**config.mk**
```make
export PLATFORM = sky130hd
export DESIGN_NAME = wheel_velocity_pid
export DESIGN_NICKNAME = d
export VERILOG_FILES = /design/src/rtl/core/wvp_pkg.sv /design/src/rtl/core/wvp_cfg.sv /design/src/rtl/core/wvp_err.sv /design/src/rtl/core/wvp_mul.sv /design/src/rtl/core/wheel_velocity_pid.sv
export SDC_FILE = /design/constraint.sdc
export NUM_CORES = 2
export LEC_CHECK = 0
export BUFFER_PORTS_ARGS = -buffer_cell sky130_fd_sc_hd__buf_2
export CORE_ASPECT_RATIO = 1.75
export CORE_MARGIN = 5
export CORE_UTILIZATION = 40
export CTS_CLUSTER_DIAMETER = 40
export DETAILED_ROUTE_END_ITERATION = 8
export PLACE_DENSITY_LB_ADDON = 0.3
export SYNTH_ARGS = -nofsm -noshare
export SYNTH_HDL_FRONTEND = slang
export SYNTH_HIERARCHICAL = 1
export SYNTH_SLANG_ARGS = --single-unit
```
**constraint.sdc**
```tcl
create_clock -name clk -period 12.1 [get_ports clk]
set_input_delay 0.605 -clock clk [delete_from_list [all_inputs] [get_ports clk]]
set_output_delay 0.605 -clock clk [all_outputs]
set_load 0.01 [all_outputs]
```
**src/rtl/core/wvp_pkg.sv**
```systemverilog
// Shared types and constants for the wheel velocity PID block.
package wvp_pkg;

  localparam int GAIN_W     = 16;
  localparam int OUT_W      = 16;
  localparam int CFG_ADDR_W = 4;
  localparam int CFG_DATA_W = 32;

  // Register indexes (paddr[3:2])
  localparam logic [1:0] REG_PROP  = 2'd0;
  localparam logic [1:0] REG_INTEG = 2'd1;
  localparam logic [1:0] REG_DERIV = 2'd2;
  localparam logic [1:0] REG_STEP  = 2'd3;

  localparam logic [GAIN_W-1:0] STEP_RESET = 16'd66;

  typedef struct packed {
    logic [GAIN_W-1:0] prop;
    logic [GAIN_W-1:0] integ;
    logic [GAIN_W-1:0] deriv;
    logic [GAIN_W-1:0] step;
  } gains_t;

endpackage

```
**src/rtl/core/wvp_cfg.sv**
```systemverilog
// APB register file holding the PID gains and the integration step.
module wvp_cfg (
  input  logic                             clk,
  input  logic                             rst,
  input  logic                             psel,
  input  logic                             penable,
  input  logic                             pwrite,
  input  logic [wvp_pkg::CFG_ADDR_W-1:0]   paddr,
  input  logic [wvp_pkg::CFG_DATA_W-1:0]   pwdata,
  output logic [wvp_pkg::CFG_DATA_W-1:0]   prdata,
  output logic                             pready,
  output wvp_pkg::gains_t                  gains
);

  logic                          wr_en;
  logic [wvp_pkg::GAIN_W-1:0]    rd_val;

  assign pready = 1'b1;
  assign wr_en  = psel & penable & pwrite;

  always_ff @(posedge clk) begin
    if (rst) begin
      gains.prop  <= '0;
      gains.integ <= '0;
      gains.deriv <= '0;
      gains.step  <= wvp_pkg::STEP_RESET;
    end else if (wr_en) begin
      unique case (paddr[3:2])
        wvp_pkg::REG_PROP:  gains.prop  <= pwdata[wvp_pkg::GAIN_W-1:0];
        wvp_pkg::REG_INTEG: gains.integ <= pwdata[wvp_pkg::GAIN_W-1:0];
        wvp_pkg::REG_DERIV: gains.deriv <= pwdata[wvp_pkg::GAIN_W-1:0];
        wvp_pkg::REG_STEP:  gains.step  <= pwdata[wvp_pkg::GAIN_W-1:0];
      endcase
    end
  end

  always_comb begin
    unique case (paddr[3:2])
      wvp_pkg::REG_PROP:  rd_val = gains.prop;
      wvp_pkg::REG_INTEG: rd_val = gains.integ;
      wvp_pkg::REG_DERIV: rd_val = gains.deriv;
      wvp_pkg::REG_STEP:  rd_val = gains.step;
    endcase
  end

  assign prdata = {{(wvp_pkg::CFG_DATA_W - wvp_pkg::GAIN_W){1'b0}}, rd_val};

endmodule

```
**src/rtl/core/wvp_err.sv**
```systemverilog
// Error front end: velocity average, wall correction and error saturation.
module wvp_err #(
  parameter int VEL_WIDTH = 16
) (
  input  logic signed [VEL_WIDTH-1:0] tgt,
  input  logic signed [VEL_WIDTH-1:0] lv,
  input  logic signed [VEL_WIDTH-1:0] rv,
  input  logic signed [VEL_WIDTH-1:0] corr,
  input  logic                        rev,
  output logic signed [VEL_WIDTH+1:0] err
);

  localparam int ERR_W = VEL_WIDTH + 2;
  localparam int RAW_W = VEL_WIDTH + 4;

  logic signed [RAW_W-1:0] t2, c2, sum, s2, raw;
  logic                    in_range;

  always_comb begin
    t2  = RAW_W'(tgt) <<< 1;
    c2  = RAW_W'(corr) <<< 1;
    sum = RAW_W'(lv) + RAW_W'(rv);
    s2  = rev ? -sum : sum;
    raw = t2 - s2 - c2;
    // error is Q.1; clamp to ERR_W signed
    in_range = (&raw[RAW_W-1:ERR_W-1]) | ~(|raw[RAW_W-1:ERR_W-1]);
    if (in_range) begin
      err = raw[ERR_W-1:0];
    end else if (raw[RAW_W-1]) begin
      err = {1'b1, {(ERR_W-1){1'b0}}};
    end else begin
      err = {1'b0, {(ERR_W-1){1'b1}}};
    end
  end

endmodule

```
**src/rtl/core/wvp_mul.sv**
```systemverilog
// Shared signed-by-unsigned multiplier with a registered product.
module wvp_mul #(
  parameter int A_W = 32
) (
  input  logic                                 clk,
  input  logic signed [A_W-1:0]                a,
  input  logic        [wvp_pkg::GAIN_W-1:0]    b,
  output logic signed [A_W+wvp_pkg::GAIN_W:0]  p
);

  logic signed [wvp_pkg::GAIN_W:0] b_s;

  assign b_s = $signed({1'b0, b});

  always_ff @(posedge clk) begin
    p <= a * b_s;
  end

endmodule

```
**src/rtl/core/wheel_velocity_pid.sv**
```systemverilog
// Top level of the two-wheel velocity PID step with a shared multiplier.
//
// Input channel (in_valid/in_ready) takes one word per control tick: target,
// both measured wheel velocities, the turn flags and both wall corrections.
// Output channel (out_valid/out_ready) returns one word per input word: the
// saturated left and right duty increments.
//
// A result word is built step by step by the sequencer: the error, then the
// single multiplier forming e*dt, e*Kp, de*Kd and integral*Ki one after the
// other, then the rounding and output steps. A new input word is taken only
// once the last one has been loaded into the output register.
// in_ready is high only while the sequencer sits idle.
//
// If the receiver stalls, the finished word waits in the output register and
// the block can already accept and work on the next input word; it holds in
// its last step until the output register frees up.
//
// Reset (rst, synchronous) clears the integrator, previous error and output
// valid flag and restores the gains to reset values. Gains are to be written
// over the APB port while the block is idle; the block does not enforce it.
module wheel_velocity_pid #(
  parameter int VEL_WIDTH = 16
) (
  input  logic                                clk,
  input  logic                                rst,
  // configuration
  input  logic                                psel,
  input  logic                                penable,
  input  logic                                pwrite,
  input  logic [wvp_pkg::CFG_ADDR_W-1:0]      paddr,
  input  logic [wvp_pkg::CFG_DATA_W-1:0]      pwdata,
  output logic [wvp_pkg::CFG_DATA_W-1:0]      prdata,
  output logic                                pready,
  // input words
  input  logic                                in_valid,
  output logic                                in_ready,
  input  logic signed [VEL_WIDTH-1:0]         target_velocity,
  input  logic signed [VEL_WIDTH-1:0]         left_velocity,
  input  logic signed [VEL_WIDTH-1:0]         right_velocity,
  input  logic                                reverse_turn,
  input  logic                                rotation_mode,
  input  logic signed [VEL_WIDTH-1:0]         side_correction,
  input  logic signed [VEL_WIDTH-1:0]         front_correction,
  // result words
  output logic                                out_valid,
  input  logic                                out_ready,
  output logic signed [wvp_pkg::OUT_W-1:0]    left_duty_step,
  output logic signed [wvp_pkg::OUT_W-1:0]    right_duty_step
);

  localparam int ERR_W = VEL_WIDTH + 2;
  localparam int DIF_W = VEL_WIDTH + 3;
  localparam int MA_W  = (DIF_W > 32) ? DIF_W : 32;   // multiplier A operand
  localparam int P_W   = MA_W + wvp_pkg::GAIN_W + 1;  // product
  localparam int SUM_W = P_W - 8;                     // integrator update
  localparam int ACC_W = MA_W + 26;                   // Q.16 accumulator
  localparam int V_W   = ACC_W - 16;
  localparam int OUT_W = wvp_pkg::OUT_W;

  // sequencer states
  localparam logic [3:0] S_IDLE = 4'd0;
  localparam logic [3:0] S_ERR  = 4'd1;  // error computed
  localparam logic [3:0] S_M1   = 4'd2;  // issue e*dt
  localparam logic [3:0] S_M2   = 4'd3;  // integrate, issue e*Kp
  localparam logic [3:0] S_M3   = 4'd4;  // acc = P, issue de*Kd
  localparam logic [3:0] S_M4   = 4'd5;  // acc += D, issue integral*Ki
  localparam logic [3:0] S_M5   = 4'd6;  // acc += I
  localparam logic [3:0] S_DIV  = 4'd7;  // truncate toward zero
  localparam logic [3:0] S_FIN  = 4'd8;  // negate, saturate, load output

  localparam logic signed [ACC_W-1:0] RND = ACC_W'(65535);

  wvp_pkg::gains_t gains;

  logic [3:0] state, state_next;

  // latched input word
  logic signed [VEL_WIDTH-1:0] tgt, lv, rv, corr;
  logic                        rev, rot;

  logic signed [ERR_W-1:0]  e_calc, e, last_error;
  logic signed [DIF_W-1:0]  diff;
  logic signed [31:0]       error_sum;
  logic signed [ACC_W-1:0]  acc, acc_rnd;
  logic signed [V_W-1:0]    v;

  logic signed [MA_W-1:0]           mul_a;
  logic [wvp_pkg::GAIN_W-1:0]       mul_b;
  logic signed [P_W-1:0]            prod;

  logic signed [SUM_W-1:0] es_sum;
  logic                    es_ok;
  logic signed [V_W:0]     vx, l_raw, r_raw;
  logic                    l_ok, r_ok;
  logic signed [OUT_W-1:0] l_sat, r_sat;
  logic                    out_load;

  wvp_cfg u_cfg (
    .clk     (clk),
    .rst     (rst),
    .psel    (psel),
    .penable (penable),
    .pwrite  (pwrite),
    .paddr   (paddr),
    .pwdata  (pwdata),
    .prdata  (prdata),
    .pready  (pready),
    .gains   (gains)
  );

  wvp_err #(.VEL_WIDTH(VEL_WIDTH)) u_err (
    .tgt  (tgt),
    .lv   (lv),
    .rv   (rv),
    .corr (corr),
    .rev  (rev),
    .err  (e_calc)
  );

  wvp_mul #(.A_W(MA_W)) u_mul (
    .clk (clk),
    .a   (mul_a),
    .b   (mul_b),
    .p   (prod)
  );

  assign in_ready = (state == S_IDLE);
  assign out_load = (state == S_FIN) && (!out_valid || out_ready);
  assign diff     = DIF_W'(e) - DIF_W'(last_error);

  // multiplier operand select
  always_comb begin
    unique case (state)
      S_M1: begin
        mul_a = MA_W'(e);
        mul_b = gains.step;
      end
      S_M2: begin
        mul_a = MA_W'(e);
        mul_b = gains.prop;
      end
      S_M3: begin
        mul_a = MA_W'(diff);
        mul_b = gains.deriv;
      end
      S_M4: begin
        mul_a = MA_W'(error_sum);
        mul_b = gains.integ;
      end
      default: begin
        mul_a = '0;
        mul_b = '0;
      end
    endcase
  end

  // integrator update: floor(e*dt / 2^9), clamped to 32 bits
  always_comb begin
    es_sum = SUM_W'(error_sum) + SUM_W'(prod >>> 9);
    es_ok  = (&es_sum[SUM_W-1:31]) | ~(|es_sum[SUM_W-1:31]);
  end

  // rounding toward zero before the /2^16
  assign acc_rnd = acc + (acc[ACC_W-1] ? RND : '0);

  // output negation and saturation
  always_comb begin
    vx    = (V_W+1)'(v);
    l_raw = (rot ^ rev) ? -vx : vx;
    r_raw = rev ? -vx : vx;
    l_ok  = (&l_raw[V_W:OUT_W-1]) | ~(|l_raw[V_W:OUT_W-1]);
    r_ok  = (&r_raw[V_W:OUT_W-1]) | ~(|r_raw[V_W:OUT_W-1]);
    if (l_ok) begin
      l_sat = l_raw[OUT_W-1:0];
    end else begin
      l_sat = l_raw[V_W] ? {1'b1, {(OUT_W-1){1'b0}}} : {1'b0, {(OUT_W-1){1'b1}}};
    end
    if (r_ok) begin
      r_sat = r_raw[OUT_W-1:0];
    end else begin
      r_sat = r_raw[V_W] ? {1'b1, {(OUT_W-1){1'b0}}} : {1'b0, {(OUT_W-1){1'b1}}};
    end
  end

  always_comb begin
    unique case (state)
      S_IDLE:  state_next = in_valid ? S_ERR : S_IDLE;
      S_ERR:   state_next = S_M1;
      S_M1:    state_next = S_M2;
      S_M2:    state_next = S_M3;
      S_M3:    state_next = S_M4;
      S_M4:    state_next = S_M5;
      S_M5:    state_next = S_DIV;
      S_DIV:   state_next = S_FIN;
      S_FIN:   state_next = out_load ? S_IDLE : S_FIN;
      default: state_next = S_IDLE;
    endcase
  end

  // control state
  always_ff @(posedge clk) begin
    if (rst) begin
      state      <= S_IDLE;
      out_valid  <= 1'b0;
      error_sum  <= '0;
      last_error <= '0;
    end else begin
      state <= state_next;
      if (out_load) begin
        out_valid <= 1'b1;
      end else if (out_ready) begin
        out_valid <= 1'b0;
      end
      if (state == S_M2) begin
        if (es_ok) begin
          error_sum <= es_sum[31:0];
        end else begin
          error_sum <= es_sum[SUM_W-1] ? 32'sh8000_0000 : 32'sh7fff_ffff;
        end
      end
      // diff was consumed when de*Kd was issued
      if (state == S_M4) begin
        last_error <= e;
      end
    end
  end

  // datapath registers
  always_ff @(posedge clk) begin
    if (in_valid && in_ready) begin
      tgt  <= target_velocity;
      lv   <= left_velocity;
      rv   <= right_velocity;
      corr <= rotation_mode ? side_correction : front_correction;
      rev  <= reverse_turn;
      rot  <= rotation_mode;
    end
    if (state == S_ERR) begin
      e <= e_calc;
    end
    unique case (state)
      S_M3:    acc <= ACC_W'(prod) <<< 7;
      S_M4:    acc <= acc + (ACC_W'(prod) <<< 7);
      S_M5:    acc <= acc + ACC_W'(prod);
      default: acc <= acc;
    endcase
    if (state == S_DIV) begin
      v <= acc_rnd[ACC_W-1:16];
    end
    if (out_load) begin
      left_duty_step  <= l_sat;
      right_duty_step <= r_sat;
    end
  end

endmodule

```
Word-level counts from Yosys, hierarchy flattened
Index checks and enable logic that the tools add are counted.

Logic and storage cells: 96. Bits in registers: 384. Output and inout bits: 67. Input bits: 125.

Muxes and demuxes: 22. Reductions and logical operators: 21. Bitwise operators: 11. $mul: 1. Eq/ne operators: 11. Add/subtract/negate cells: 10.

Operators by type and width (count): one-hot mux 58 bit (3 select lines) (1); one-hot mux 16 bit (4 select lines) (2); 2-to-1 mux 16 bit (6); one-hot mux 32 bit (3 select lines) (1); 2-to-1 mux 43 bit (2); 2-to-1 mux 32 bit (2); adder 58 x 16 -> 58 bit (1); adder 58 x 49 -> 58 bit (1); adder 58 x 56 -> 58 bit (1); AND reduction 28 bit (2); OR reduction 28 bit (2); multiplier 32 x 17 -> 49 bit (1); negation 42 -> 43 bit (1); adder 32 x 40 -> 41 bit (1); 2-to-1 mux 18 bit (2); one-hot mux 4 bit (9 select lines) (1); 2-to-1 mux 20 bit (1); negation 20 bit (1); subtractor 17 x 20 -> 20 bit (1); subtractor 20 x 17 -> 20 bit (1); subtractor 18 x 18 -> 19 bit (1); adder 16 x 16 -> 17 bit (1); == test 4 x 3 -> 1 bit (second input constant) (4); AND reduction 10 bit (1); other kinds (23) (38).

Depth between registers and ports, before layout
Depth after elaboration: 9. Depth in mapped cells: 41.

Modules after synthesis
Netlist, hierarchy kept.

By module, submodules not included: wheel_velocity_pid (times used 1, cells each 2796, area an instance 23915.4 um^2); wvp_mul (times used 1, cells each 2110, area an instance 19032.0 um^2); wvp_cfg (times used 1, cells each 273, area an instance 3163.0 um^2); wvp_err (times used 1, cells each 428, area an instance 3135.5 um^2).

Worst setup path after synthesis
No wires, ideal clock.

Path kind: register -> register. Start: register e[1]. End: register u_mul/p[46] (netlist bit). Period minus slack after synthesis: 8.416 ns. Arrival time: 8.320 ns. Buffers on the path: 1. Cell stages (with the launch flop): 33. Slack: 3.684 ns. Data required time: 12.005 ns. Path through: edfxtp_1 ha_1 nor2b_1 o21ai_0 a21boi_0 o21ai_0 a21oi_1 o31ai_1 o21ai_0 or4_1 a31oi_1 xnor2_1 o21ai_0 clkbuf_1 nand2_1 fa_1 inv_1 fa_1 fa_1 fa_1 fa_1 inv_1 fa_1 inv_1 ha_1 a21o_1 o211a_1 a2bb2oi_2 o211ai_2 o31a_4 o41ai_4 nand4_1 o311ai_1.

Cells in the longest elaborated chain, start to end: 3.

RTL lines: start, declared (RTL line wheel_velocity_pid.sv:81) `logic signed [ERR_W-1:0] e_calc, e, last_error;`; start signal, assigned (RTL line wheel_velocity_pid.sv:239) `e <= e_calc;`; subtractor 18 x 18 -> 19 bit (RTL line wheel_velocity_pid.sv:129) `assign diff = DIF_W'(e) - DIF_W'(last_error);`; one-hot mux 32 bit (3 select lines) (RTL line wheel_velocity_pid.sv:133) `unique case (state)`; net mul_a[17] (RTL line wheel_velocity_pid.sv:87) `logic signed [MA_W-1:0] mul_a;`; multiplier 32 x 17 -> 49 bit (RTL line wvp_mul.sv:16) `p <= a * b_s;`; end signal, assigned (RTL line wvp_mul.sv:16); end, declared (RTL line wvp_mul.sv:8) `output logic signed [A_W+wvp_pkg::GAIN_W:0] p`.

The timed path passes the listed nets, and every way through them passes these cells. A chain may end at the register's enable or synchronous reset.

Worst setup path after layout
Start: register e[1]. End: register u_mul/p[42] (netlist bit).

Same word-level chain as after synthesis.

==> flow_metrics.tcl <==
set metrics [dict create \
    synth_area_um2 49200 \
    max_freq_ghz 0.102 \
    area_growth_pct 8.44 \
    viasPerCell 5.58 \
    min_period_ns 9.84 \
    status "complete, no violations" \
    max_cap_violations 0 \
    fin_skew_ns 0.0657 \
    required_ns 12.63 \
    yosysTopAreaCellShare_pct 20.8 \
    worstMarginPinSlew_ns 1.17 \
    place_hpwl_um 113000 \
    cts_max_level 2 \
    die_area_um2 131000 \
    hold_ws_ns 0.116 \
    fin_nets 6559 \
    final_layout_size_suffix_gt1_share_pct 7.97 \
    synth_seq_area_share_pct 20.0 \
    fin_tns_setup_ns 0 \
    synth-compound-area-share_pct 15.7 \
    clk_pin_slew_ns 0.06 \
    maxSlewHeadroom_pct 21.2 \
    period_share_pct 81.3 \
    cts.sinks 384 \
    drt_iter0_drc 2289 \
    start_util_pct 40.2 \
    dp_cells 7162 \
    synth-xor-area-share_pct 5.46 \
    cts_tree "built" \
    die_w_um 275 \
    highest-signal-layer "met4" \
    min_path_type "in -> reg" \
    io_buffer_count 156 \
    setup-violations-final 0 \
    p_leak_nw 23.9 \
    synth_ff_type "edfxtp_1" \
    die_h_um 474 \
    finalHoldViolCount 0 \
    worstSetupStartpointType "flop" \
    drc_errors 0 \
    yosys_warnings 6 \
    yosys.area_share.adder_pct 29.3 \
    async_flop_share_pct 0 \
    dr_wl_met3_um 5730 \
    synth_edf_count 216 \
    crit_family "compound AO/OA/AOI/OAI gates" \
    cts_root_buffer "clkbuf_16" \
    synth.mux.area_fraction_pct 3.08 \
    drt_wl_total_um 144000 \
    antenna_found_initial 3 \
    overflow 0 \
    num_rows 170 \
    ys_types 115 \
    coreArea_um2 123000 \
    syn_inst 5607 \
    slowest_stage "o21ai_2" \
    route.detailed.wl_per_inst_um 19.8 \
    critPathMaxStageDelay_ns 0.82 \
    synthTopCellsByArea "fa_1, edfxtp_1, ha_1" \
    cp.arrival_ns 10.37 \
    critPathBufInv 3 \
    route.met2.wl_um 77300 \
    ios 192 \
    place.gp.congestion 0.950 \
    grt_pass1_wl_um 227000 \
    grt_use_total_pct 21.8 \
    synthSimpleGateAreaFrac_pct 18.0 \
    crit_top_cell "fa_1" \
    syn_area_per_cell_um2 8.78 \
    wl_met1_um 51900 \
    insertion_delay_ns 0.66 \
    rsz0062_at_grt "false" \
    cts.path.max_buffers 3 \
    total_power_mw 5.35 \
    grt_pass1_vias 42700 \
    cp_max_fo 17 \
    cts.repair.resized 0 \
    drtAntennaViolNets 0 \
    ir_drop_uv 149 \
    synth_area_leader_cell "fa_1" \
    fin_cells 7271 \
    vias 40600 \
    end_kind "flop" \
    path_class "reg -> reg" \
    cts-buffers-inserted 58 \
    maxSlewViolCount 0 \
    grt_max_degree 87 \
    dr.pass1.iters 6 \
    synth_top_family_by_area "adder cells" \
    yosys_register_bits 384 \
    power_density_nw_per_um2 100 \
    ctsHoldBuffers 0 \
    post-cts-setup-buffers 0 \
]
[metrics by stage]
| stage | utilization, % | instance area (um2) | setup WS (ns) |
|---|---|---|---|
| after floorplan | - | 49300 | 3.68 |
| after global placement | 41.9 | 51300 | 2.40 |
| after detailed placement | 41.9 | 51300 | 2.25 |
| after CTS | 43.6 | 53400 | 2.16 |
| after global routing | 43.6 | 53400 | 1.43 |
| final | 43.6 | 53400 | 2.26 |
[flip-flops by register name (all words and copies together), names as in the netlist, 18 cells and up]
register	count
error_sum	32
last_error	18
e	18
v	42
acc	58
u_cfg/gains	64
u_mul/p	49
[final timing paths]
check / startpoint / endpoint / slack (ns) / depth (start not counted)
setup / recovery: e[1] / u_mul/p[42] / 2.26 / 32
hold / removal: left_velocity[2] / lv[2] / 0.12 / 1
setup reg to reg: e[1] / u_mul/p[42] / 2.26 / 32
hold reg to reg: last_error[16] / last_error[16] / 0.45 / 2
[kinds of logic (layout without fill, tap and decap cells)]
group           count (synthesis)  in the layout
mux                           129            129
xor+xnor                      307            307
fa+ha+maj                     846            846
other cells                     2             19
simple gates                 1748           1748
buf+inv                      1052           1065
compound gates               1139           1139
flops                         384            384
[power by group]
part	switching, mW	internal (mW)
logic	1.22	0.736
registers	0.0928	1.51
clock network	0.703	1.08
[layout by cell type (no fill, tap or decap), types with 69 or more instances in the layout]
master and count:
a21o_1 111, a21oi_1 296, and2_1 259, buf_2 155, dfxtp_1 167, edfxtp_1 216, fa_1 512, ha_1 334
inv_1 737, mux2i_1 93, nand2_1 577, nand2b_1 118, nand3_1 87, nand4_1 69, nor2_1 266, nor3_1 97
o21ai_0 179, xnor2_1 208, xor2_1 97
[synthesized netlist by cell type (all sizes together), types with 103 or more instances]
library cell / count
a21o: 112
a21oi: 298
and2: 260
clkbuf: 261
dfxtp: 168
edfxtp: 216
fa: 512
ha: 334
inv: 737
nand2: 578
nand2b: 118
nor2: 269
nor3: 103
o21ai: 195
xnor2: 209
[metal layers]
layer / GRT usage [%] / vias up
li1: - / 19000
met1: 22.8 / 19900
met2: 42.1 / 1196
met3: 2.32 / 468
met4: 11.7 / 0
met5: 0 / -
[layout make-up]
class,instances,area [um2]
inverters,737,2770
fillers,12200,69100
clock inverters,39,493
diodes,2,5.00
multi-input cells,4186,35400
repair buffers,221,1270
flip-flops and latches,384,9850
clock buffers,68,1570
well taps,1634,2040
No activity file was read; power rests on OpenSTA's default activity.
